<file path="src/sv/mvrb_pkg.sv">
// ----------------------------------------------------------------------------
// mvrb_pkg
// Shared types and constants of the mesh vertex ring builder.
// ----------------------------------------------------------------------------
package mvrb_pkg;

  localparam int VTX_W      = 12;
  localparam int NUM_VTX    = 4096;
  localparam int FAN_MAX    = 30;
  localparam int CNT_W      = 5;
  localparam int PAIR_DEPTH = NUM_VTX * FAN_MAX;
  localparam int PADR_W     = 17;
  localparam int VC_W       = 13;
  localparam int PAIR_W     = 2 * VTX_W;
  localparam logic [VC_W-1:0] VC_RESET = 13'd4096;

  typedef enum logic [1:0] {
    KIND_LOAD  = 2'd0,
    KIND_QUERY = 2'd1,
    KIND_CLEAR = 2'd2,
    KIND_NONE  = 2'd3
  } kind_t;

  typedef enum logic [1:0] {
    ST_OK    = 2'd0,
    ST_RANGE = 2'd1,
    ST_FULL  = 2'd2,
    ST_RING  = 2'd3
  } status_t;

  typedef enum logic [0:0] {
    REG_VERTEX_COUNT = 1'b0
  } reg_idx_t;

  typedef struct packed {
    kind_t            kind;
    logic             oor;
    logic [VTX_W-1:0] v0;
    logic [VTX_W-1:0] v1;
    logic [VTX_W-1:0] v2;
  } cmd_t;

  typedef struct packed {
    logic             push;
    cmd_t             cmd;
  } qwr_t;

  typedef struct packed {
    logic             pop;
    logic             full;
    logic             avail;
  } qctl_t;

  typedef struct packed {
    logic [VTX_W-1:0] neighbour;
    logic [CNT_W-1:0] ring_length;
    logic             cut_back;
    status_t          status;
    logic             last;
  } res_t;

  typedef enum logic [4:0] {
    BS_CLR, BS_IDLE, BS_RES,
    BS_L0, BS_L1, BS_L2, BS_L3, BS_LCHK, BS_LW0, BS_LW1, BS_LW2,
    BS_Q0, BS_Q1, BS_Q2, BS_FCHK, BS_FSRCH, BS_BSTART, BS_BSRCH, BS_BDONE,
    BS_EMIT
  } bstate_t;

  function automatic logic [PADR_W-1:0] mul_fan(input logic [VTX_W-1:0] v);
    mul_fan = {v, 5'b0} - {4'b0, v, 1'b0};
  endfunction

endpackage

</file>
<file path="src/sv/mvrb_queue.sv">
// ----------------------------------------------------------------------------
// mvrb_queue
// Two-entry command queue between front and back.
// ----------------------------------------------------------------------------
module mvrb_queue
  import mvrb_pkg::*;
(
  input  logic  clk,
  input  logic  rst,
  input  qwr_t  qwr,
  input  logic  pop,
  output qctl_t qctl,
  output cmd_t  head
);

  cmd_t       mem [2];
  logic       wptr, rptr;
  logic [1:0] count;

  assign qctl.full  = count == 2'd2;
  assign qctl.avail = count != 2'd0;
  assign qctl.pop   = pop;
  assign head       = mem[rptr];

  always_ff @(posedge clk) begin
    if (rst) begin
      wptr  <= 1'b0;
      rptr  <= 1'b0;
      count <= 2'd0;
    end else begin
      if (qwr.push) begin
        wptr <= !wptr;
      end
      if (pop) begin
        rptr <= !rptr;
      end
      count <= count + {1'b0, qwr.push} - {1'b0, pop};
    end
  end

  always_ff @(posedge clk) begin
    if (qwr.push) begin
      mem[wptr] <= qwr.cmd;
    end
  end

endmodule

</file>
<file path="config.mk">
export PLATFORM = sky130hd
export DESIGN_NAME = mvrb_queue
export DESIGN_NICKNAME = d
export VERILOG_FILES = /design/src/sv/mvrb_pkg.sv /design/src/sv/mvrb_queue.sv
export SDC_FILE = /design/constraint.sdc
export NUM_CORES = 1
export LEC_CHECK = 0
export BUFFER_PORTS_ARGS = -buffer_cell sky130_fd_sc_hd__buf_2
export CAP_MARGIN = 20
export CORE_MARGIN = 5
export CORE_UTILIZATION = 45
export DETAILED_ROUTE_END_ITERATION = 8
export GPL_ROUTABILITY_DRIVEN = 1
export PLACE_DENSITY = 0.79
export SLEW_MARGIN = 20
export SYNTH_ARGS = -nofsm -noshare
export SYNTH_HDL_FRONTEND = slang
export SYNTH_SLANG_ARGS = --single-unit
export TNS_END_PERCENT = 10
</file>
<file path="constraint.sdc">
create_clock -name clk -period 2.85 [get_ports clk]
set_input_delay 0.57 -clock clk [delete_from_list [all_inputs] [get_ports clk]]
set_output_delay 0.57 -clock clk [all_outputs]
set_load 0.02 [all_outputs]
</file>
==> out/qor.yml <==
status:
  status: "finished clean"
timing:
  rsz0062_at_grt: "no"
  hold_ws_ns: 0.426
  slew_headroom: 0.592
  worst_pin_slew_ns: 0.612
  min_period_ns: 2.15
  max_freq_mhz: 464
  clock-skew-final_ns: 0.00352
  setup-tns-final_ns: 0
  timing_hold_violations_final: 0
  drv_slew: 0
  finalSetupViolations: 0
  period_share: 0.756
final_layout:
  fillers: 515
  nNetsFinal: 282
  syn_to_final_growth_pct: 23.2
  finalCoreUtilization: 0.566
  seq_area_mm2: 0.00244
  multi_input_area_um2: 597
  antenna_cells: 0
  drive_above_1_share: 0.603
synth:
  yosysWarnings: 0
  synth_fa_ha_area_frac: 0.00811
  synth.cell_area_mm2: 0.00309
  syn_area_per_cell_um2: 21.6
  synthCells: 143
  yosys.area_share.simple: 0.0150
  synth_top_area_cell: "edfxtp_1"
  synth_mux_area_frac: 0.154
  yosys_register_bits: 83
  synth_nets: 188
  synth_top_family_by_area: "multiplexers"
  yosysSeqAreaShare: 0.791
  synth_cell_type_count: 15
  synth_top_cell_area_share: 0.759
  synth_compound_area_frac: 0
  synth_xor_area_frac: 0.0130
  synth_area_leaders: "edfxtp_1 (76%), mux2_2 (11%), mux2_4 (4.9%), dfxtp_1 (3.2%), ha_1 (0.81%)"
clock_tree:
  cts_tree: "yes"
  path_clk_slew_ns: 0.08
  cts.sinks: 83
  holdBufCountCts: 0
  cts_setup_buffers: 0
  clk_latency_ns: 0.33
  cts.path.max_buffers: 2
  cts_resized: 0
  ctsRootBufferMaster: "clkbuf_8"
  cts_buffers: 9
  htree_num_levels: 3
pwr:
  switching_share: 0.239
  ir_worst_vdd_v: 0.000279
  pwr_density_cell_mw_per_mm2: 689
  p_leak_nw: 1.48
  clkPwrFrac: 0.302
  totalPowerFinal_mw: 2.62
  combPwrFrac: 0.146
  seqPwrFrac: 0.552
  power.internal_mw: 1.99
  power.switching_mw: 0.626
global_routing:
  grt.overflow.total: 0
  grt_antenna_before_repair: 0
  grtUsageTotal: 0.125
  grt_pass1_vias: 1660
  grt_pass1_wl_mm: 8.17
  grt_max_degree: 40
worst_setup_path:
  r2r_start: "wptr$_SDFFE_PP0P_"
  cp.arrival_ns: 1.58
  cp-start-kind: "flop"
  r2r-end: "mem[1][22]$_DFFE_PP_"
  worstPathRequired_ns: 2.28
  criticalPathCategory: "flop to output port"
  reg2reg_slack_ns: 1.25
  cp-end-kind: "output port"
  path_max_fanout: 32
  reg2reg_depth: 2
drt:
  vias_per_cell: 4.84
  dr.pass1.iters: 4
  drt-initial-drc-count: 73
  wl_per_cell_um: 15.9
  detail-route-antenna-nets: 0
  wl_mm: 5.12
  dr_total_vias: 1560
  post-route-drc-count: 0
place:
  post-dp-hpwl_mm: 3.56
  port_buffers: 84
  gp_congestion: 0.713
min_path:
  hp-start: "qwr[30]"
  hold-path-endpoint: "mem[1][30]$_DFFE_PP_"
  hold_class: "primary input to flop"
  hold_depth: 1
die:
  start_util: 0.459
  ioPinCount: 85
  die_w_um: 92.8
  std_cell_rows: 30
  core_mm2: 0.00672
  die_h_um: 92.8
  dieArea_mm2: 0.00862
run:
  drv_cap: 0
[cells in the mapped netlist, drive strengths merged]
library cell   n
ha             2
edfxtp        78
inv            2
mux2          39
xnor2          2
and2           1
buf            5
nor2b          3
dfxtp          5
or2            1
nor2           4
xnor3          1
[metal layers]
metal  global-route usage  wire length (µm)  vias up  share of wire
met3               0.0309               241        4          0.047
met4               0.0623                51        0          0.010
met2                0.211              2730       50           0.53
met5                    0                 0        -              0
li1                     -                 -      739              -
met1                0.149              2090      767           0.41
[registers in the layout (all words and copies together) (netlist names), named ones only]
register	cells
rptr	1
count	2
mem	78
wptr	1
[cell type report]
cell class | instances | share of cell area
clock buffers | 9 | 0.0326
clock inverters | 7 | 0.0181
inverters | 2 | 0.00197
multi-input cells | 53 | 0.157
flip-flops and latches | 83 | 0.642
well taps | 80 | 0.0263
repair buffers | 88 | 0.122
[cell usage in the layout, fill, tap and decap left out, types with 3 or more instances in the layout]
cell type	instances
mux2_4	10
nor2_1	4
buf_2	84
edfxtp_1	78
mux2_2	29
dfxtp_1	4
buf_4	3
clkbuf_8	9
[through the flow]
step,instance area [µm²],std cells,setup WS [ns]
after floorplan,3090,143,0.0934
after global placement,3610,306,0.957
after detailed placement,3610,306,0.948
after CTS,3800,322,0.652
after global routing,3800,322,0.604
final,3800,322,0.696
[worst max-delay path by stage]
stage	start	to	slack (ns)
floorplan	qwr[39]	mem[0][0]$_DFFE_PP_	0.09
global placement	qwr[39]	mem[1][7]$_DFFE_PP_	0.96
detailed placement	qwr[39]	mem[1][38]$_DFFE_PP_	0.95
CTS	flop	head[13]	0.65
global route	flop	head[26]	0.60
finish	flop	head[21]	0.70
[logic make-up (layout without fill, tap and decap cells)]
| group | after synthesis | after routing |
|---|---|---|
| xor gates and xnor gates | 3 | 3 |
| adders and majority gates | 2 | 2 |
| buffers and inverters | 7 | 106 |
| DFF | 83 | 83 |
| muxes | 39 | 39 |
| and+or+nand+nor | 9 | 9 |
[worst max-delay path, stage by stage, from the launching register on]
cell and delay, ns:
dfxtp_2 0.46, buf_12 0.26, mux2_2 0.37, buf_2 0.16
[power groups by stage]
stage / combinational (mW) / sequential, mW / clock (mW)
after global routing: 0.411 / 1.46 / 0.875
after detailed placement: 0.390 / 1.48 / 0
final: 0.381 / 1.45 / 0.791
after global placement: 0.384 / 1.47 / 0
after CTS: 0.391 / 1.45 / 0.817
after floorplan: 0.264 / 1.47 / 0
(Power assumes the default switching activity.)
