$ cat src/sv/mvrb_pkg.sv
// ----------------------------------------------------------------------------
// mvrb_pkg
// Shared types and constants of the mesh vertex ring builder.
// ----------------------------------------------------------------------------
package mvrb_pkg;

  localparam int VTX_W      = 12;
  localparam int NUM_VTX    = 4096;
  localparam int FAN_MAX    = 30;
  localparam int CNT_W      = 5;
  localparam int PAIR_DEPTH = NUM_VTX * FAN_MAX;
  localparam int PADR_W     = 17;
  localparam int VC_W       = 13;
  localparam int PAIR_W     = 2 * VTX_W;
  localparam logic [VC_W-1:0] VC_RESET = 13'd4096;

  typedef enum logic [1:0] {
    KIND_LOAD  = 2'd0,
    KIND_QUERY = 2'd1,
    KIND_CLEAR = 2'd2,
    KIND_NONE  = 2'd3
  } kind_t;

  typedef enum logic [1:0] {
    ST_OK    = 2'd0,
    ST_RANGE = 2'd1,
    ST_FULL  = 2'd2,
    ST_RING  = 2'd3
  } status_t;

  typedef enum logic [0:0] {
    REG_VERTEX_COUNT = 1'b0
  } reg_idx_t;

  typedef struct packed {
    kind_t            kind;
    logic             oor;
    logic [VTX_W-1:0] v0;
    logic [VTX_W-1:0] v1;
    logic [VTX_W-1:0] v2;
  } cmd_t;

  typedef struct packed {
    logic             push;
    cmd_t             cmd;
  } qwr_t;

  typedef struct packed {
    logic             pop;
    logic             full;
    logic             avail;
  } qctl_t;

  typedef struct packed {
    logic [VTX_W-1:0] neighbour;
    logic [CNT_W-1:0] ring_length;
    logic             cut_back;
    status_t          status;
    logic             last;
  } res_t;

  typedef enum logic [4:0] {
    BS_CLR, BS_IDLE, BS_RES,
    BS_L0, BS_L1, BS_L2, BS_L3, BS_LCHK, BS_LW0, BS_LW1, BS_LW2,
    BS_Q0, BS_Q1, BS_Q2, BS_FCHK, BS_FSRCH, BS_BSTART, BS_BSRCH, BS_BDONE,
    BS_EMIT
  } bstate_t;

  function automatic logic [PADR_W-1:0] mul_fan(input logic [VTX_W-1:0] v);
    mul_fan = {v, 5'b0} - {4'b0, v, 1'b0};
  endfunction

endpackage

$ cat src/sv/mvrb_if.sv
// ----------------------------------------------------------------------------
// mvrb_in_if / mvrb_out_if
// Valid/ready channels carrying command words and result words.
// ----------------------------------------------------------------------------
interface mvrb_in_if;
  logic        valid;
  logic        ready;
  logic [1:0]  kind;
  logic [11:0] first_vertex;
  logic [11:0] second_vertex;
  logic [11:0] third_vertex;
  modport source (output valid, kind, first_vertex, second_vertex, third_vertex,
                  input ready);
  modport sink   (input valid, kind, first_vertex, second_vertex, third_vertex,
                  output ready);
endinterface


$ cat src/sv/mvrb_front.sv
// ----------------------------------------------------------------------------
// mvrb_front
// Accepts command words, range-checks vertices, drops unused kinds.
// ----------------------------------------------------------------------------
module mvrb_front
  import mvrb_pkg::*;
(
  mvrb_in_if.sink          in_ch,
  input  logic [VC_W-1:0]  vertex_count,
  input  qctl_t            qctl,
  output qwr_t             qwr
);

  logic oor0, oor1, oor2;
  kind_t k;

  assign k    = kind_t'(in_ch.kind);
  assign oor0 = {1'b0, in_ch.first_vertex}  >= vertex_count;
  assign oor1 = {1'b0, in_ch.second_vertex} >= vertex_count;
  assign oor2 = {1'b0, in_ch.third_vertex}  >= vertex_count;

  assign in_ch.ready = !qctl.full;

  always_comb begin
    qwr.push    = in_ch.valid && !qctl.full && (k != KIND_NONE);
    qwr.cmd.kind = k;
    qwr.cmd.v0  = in_ch.first_vertex;
    qwr.cmd.v1  = in_ch.second_vertex;
    qwr.cmd.v2  = in_ch.third_vertex;
    unique case (k)
      KIND_LOAD:  qwr.cmd.oor = oor0 || oor1 || oor2;
      KIND_QUERY: qwr.cmd.oor = oor0;
      default:    qwr.cmd.oor = 1'b0;
    endcase
  end

endmodule

$ cat src/flat_wrapper.sv
// flat-port wrapper written by rule: the top's interface ports become plain ports
module mvrb_front_flat import mvrb_pkg::*;
  (vertex_count, qctl, qwr, in_ch_valid, in_ch_kind, in_ch_first_vertex, in_ch_second_vertex, in_ch_third_vertex, in_ch_ready);
  mvrb_in_if in_ch_i ();
  input  logic [VC_W-1:0] vertex_count;
  input  qctl_t qctl;
  output qwr_t qwr;
  input wire logic [$bits(in_ch_i.valid)-1:0] in_ch_valid;
  input wire logic [$bits(in_ch_i.kind)-1:0] in_ch_kind;
  input wire logic [$bits(in_ch_i.first_vertex)-1:0] in_ch_first_vertex;
  input wire logic [$bits(in_ch_i.second_vertex)-1:0] in_ch_second_vertex;
  input wire logic [$bits(in_ch_i.third_vertex)-1:0] in_ch_third_vertex;
  output wire logic [$bits(in_ch_i.ready)-1:0] in_ch_ready;
  assign in_ch_i.valid = in_ch_valid;
  assign in_ch_i.kind = in_ch_kind;
  assign in_ch_i.first_vertex = in_ch_first_vertex;
  assign in_ch_i.second_vertex = in_ch_second_vertex;
  assign in_ch_i.third_vertex = in_ch_third_vertex;
  assign in_ch_ready = in_ch_i.ready;
  mvrb_front u_core (.in_ch(in_ch_i), .vertex_count(vertex_count), .qctl(qctl), .qwr(qwr));
endmodule
$ cat config.mk
export PLATFORM = sky130hd
export DESIGN_NAME = mvrb_front_flat
export DESIGN_NICKNAME = d
export VERILOG_FILES = /design/src/sv/mvrb_pkg.sv /design/src/sv/mvrb_if.sv /design/src/sv/mvrb_front.sv /design/src/flat_wrapper.sv
export SDC_FILE = /design/constraint.sdc
export NUM_CORES = 1
export LEC_CHECK = 0
export ABC_AREA = 0
export BUFFER_PORTS_ARGS = -buffer_cell sky130_fd_sc_hd__buf_4
export CORE_UTILIZATION = 35
export DETAILED_ROUTE_END_ITERATION = 16
export PLACE_DENSITY = 0.73
export SLEW_MARGIN = 10
export SYNTH_ARGS = -nofsm -noshare
export SYNTH_HDL_FRONTEND = slang
export SYNTH_SLANG_ARGS = --single-unit
$ cat constraint.sdc
create_clock -name vclk -period 7.7
set_input_delay 2.31 -clock vclk [all_inputs]
set_output_delay 2.31 -clock vclk [all_outputs]
set_load 0.02 [all_outputs]
==> qor.yml <==
timing:
  fin_crit_ns: 6.31
  hold_viol: 0
  rsz0062_at_grt: "no"
  post-route-period-util: 0.820
  tns_ns: 0
  whs_ns: 4.83
  maxSlewViolCount: 0
  max-slew-margin-rel: 0.726
  timing.fmax_mhz: 158
  finalSetupViolCount: 0
  tightest_slew_ns: 0.401
final_layout:
  diodes: 0
  regArea_um2: 0
  utilization: 0.525
  seq_cells: 0
  layout_common_cells: "buf_4 (94), ha_1 (36), inv_1 (16)"
  nets: 290
  final_common_cell: "buf_4"
  fillers: 322
  fin_cells: 241
  drive_gt1_frac: 0.503
  clock_buffers: 0
  fin_area_mm2: 0.00160
  syn2layout_area_growth_pct: 42.2
worst_setup_path:
  crit_family: "compound AO/OA/AOI/OAI gates"
  cp-end-kind: "primary output"
  cp_cell_sequence: "buf_4 -> inv_1 -> ha_1 -> o21ai_1 -> a21oi_1 -> a2111oi_0 -> o21ai_0 -> a31oi_1 -> a211oi_2 -> buf_4"
  path_buf_inv: 3
  critPathArrivalTime_ns: 4.00
  cp.required_ns: 5.39
  crit_type: "primary input to primary output"
  critPathLaunchType: "primary input"
  cp_common_cell: "buf_4"
  worst-path-max-fanout: 3
  cp_slowest_cell: "a2111oi_0"
  crit_path_max_incr_delay_ns: 0.41
drt:
  totalWireLength_mm: 2.33
  vias: 1067
  drc: 0
  dr.pass1.iters: 4
  drt-initial-drc-count: 10
  antenna_left: 0
  wl_per_cell_um: 9.68
  via_per_inst: 4.43
clock_network:
  post_cts_buffers: 0
  ctsHoldBuffers: 0
  post_cts_resized: 0
global_routing:
  grtUsageTotal: 0.132
  grt_max_degree: 5
  grt_pass1_wl_mm: 3.71
  grt_pass1_vias: 951
  grt-ovfl-total: 0
  antenna_found_initial: 0
power_and_ir_drop:
  leakagePower_nw: 0.928
  ir_drop_uv: 21.7
  swShare: 0.479
  p_int_uw: 49.9
  switchingPower_uw: 45.8
  combPwrFrac: 1.000
  pwr-share-clk: 0
  pwr-share-seq: 0
  p_per_area_mw_per_mm2: 59.7
floorplan:
  core-area_mm2: 0.00305
  die_h_um: 58.8
  rows: 20
  die_w_um: 58.8
  ios: 96
  start_util: 0.369
  die_area_mm2: 0.00345
yosys:
  syn_inst: 141
  synth_xor_area_frac: 0
  synth-simple-area-share: 0.119
  synthesis.nets: 232
  synth-compound-area-share: 0.175
  netlist_area_mm2: 0.00113
  ys_warn_count: 0
  synthMuxAreaShare: 0
  yosysSeqAreaShare: 0
  synth.area.top_cells: "ha_1 (40%), buf_4 (25%), inv_1 (5.3%)"
  synth_top_family_by_area: "adder cells"
  synth_top_area_frac: 0.400
  synth_area_leader_cell: "ha_1"
  ys_types: 30
  synthAdderAreaFrac: 0.400
  avgSynthCellArea_um2: 8.00
placed_design:
  portBuffers: 94
  postPlaceCellArea_mm2: 0.00160
  place_congestion: 0.716
  post-place-cells: 241
  place_hpwl_mm: 2.25
worst_hold_path:
  min_to: "qwr[0]"
  hold_class: "primary input to primary output"
  hold_start: "in_ch_third_vertex[0]"
  holdPathStages: 2
outcome:
  status: "finished, final reports clean"
flow_run:
  drv_cap: 0
## routing by layer
metal  wire length (µm)  global-route usage
met1                990               0.165
met2               1170               0.258
met3                176             0.00659
met4                  0             0.00680
met5                  0                   0
## cells in the mapped netlist
master / count
nand2_1: 3
nor3b_1: 1
nor2_1: 8
a21oi_2: 1
a21oi_1: 5
buf_4: 38
o22a_1: 1
a221oi_1: 1
nor2b_1: 2
nor4b_2: 1
nor3b_2: 1
a211oi_2: 1
nand4_1: 2
a221oi_2: 1
and3_1: 1
a21o_1: 4
nand4b_1: 1
o2111ai_1: 1
a211oi_1: 2
nand3_1: 1
inv_1: 16
o21ai_0: 5
o31ai_1: 1
ha_1: 36
nor4_1: 1
o21ai_1: 2
a2111oi_0: 1
nand2b_1: 1
o21a_1: 1
a31oi_1: 1
## cell families (layout without fill, tap and decap cells)
kind of cell             Yosys count  count (layout)
adder cells (fa/ha/maj)           36              36
AND/OR/NAND/NOR                   23              23
AO/OA/AOI/OAI                     28              28
buffers and inverters             54             110
## worst max path at each step
stage                         start      end  slack (ns)  cells past startpoint
finish              vertex_count[1]  qwr[36]        1.39                     10
global route        vertex_count[1]  qwr[36]        1.18                     10
CTS                 vertex_count[1]  qwr[36]        1.36                     10
detailed placement  vertex_count[1]  qwr[36]        1.36                     10
global placement    vertex_count[1]  qwr[36]        1.40                     10
floorplan           vertex_count[8]  qwr[36]        1.68                      8
## layout make-up
| class | count | area (µm²) | share of cell area |
|---|---|---|---|
| inverters | 16 | 60.1 | 0.0375 |
| multi-input cells | 87 | 782 | 0.488 |
| well taps | 44 | 55.1 | 0.0343 |
| repair buffers | 94 | 706 | 0.440 |
## power by group through the flow
stage               logic (mW)  registers [mW]  clock network [mW]
global placement        0.0953               0                   0
finish                  0.0957               0                   0
CTS                     0.0972               0                   0
floorplan               0.0630               0                   0
global route             0.107               0                   0
detailed placement      0.0966               0                   0
## stage by stage
| stage | total power [mW] | setup slack, ns |
|---|---|---|
| detailed placement | 0.0966 | 1.36 |
| global route | 0.107 | 1.18 |
| CTS | 0.0972 | 1.36 |
| finish | 0.0957 | 1.39 |
| global placement | 0.0953 | 1.40 |
| floorplan | 0.0630 | 1.68 |
No activity file was read; power rests on OpenSTA's default activity.
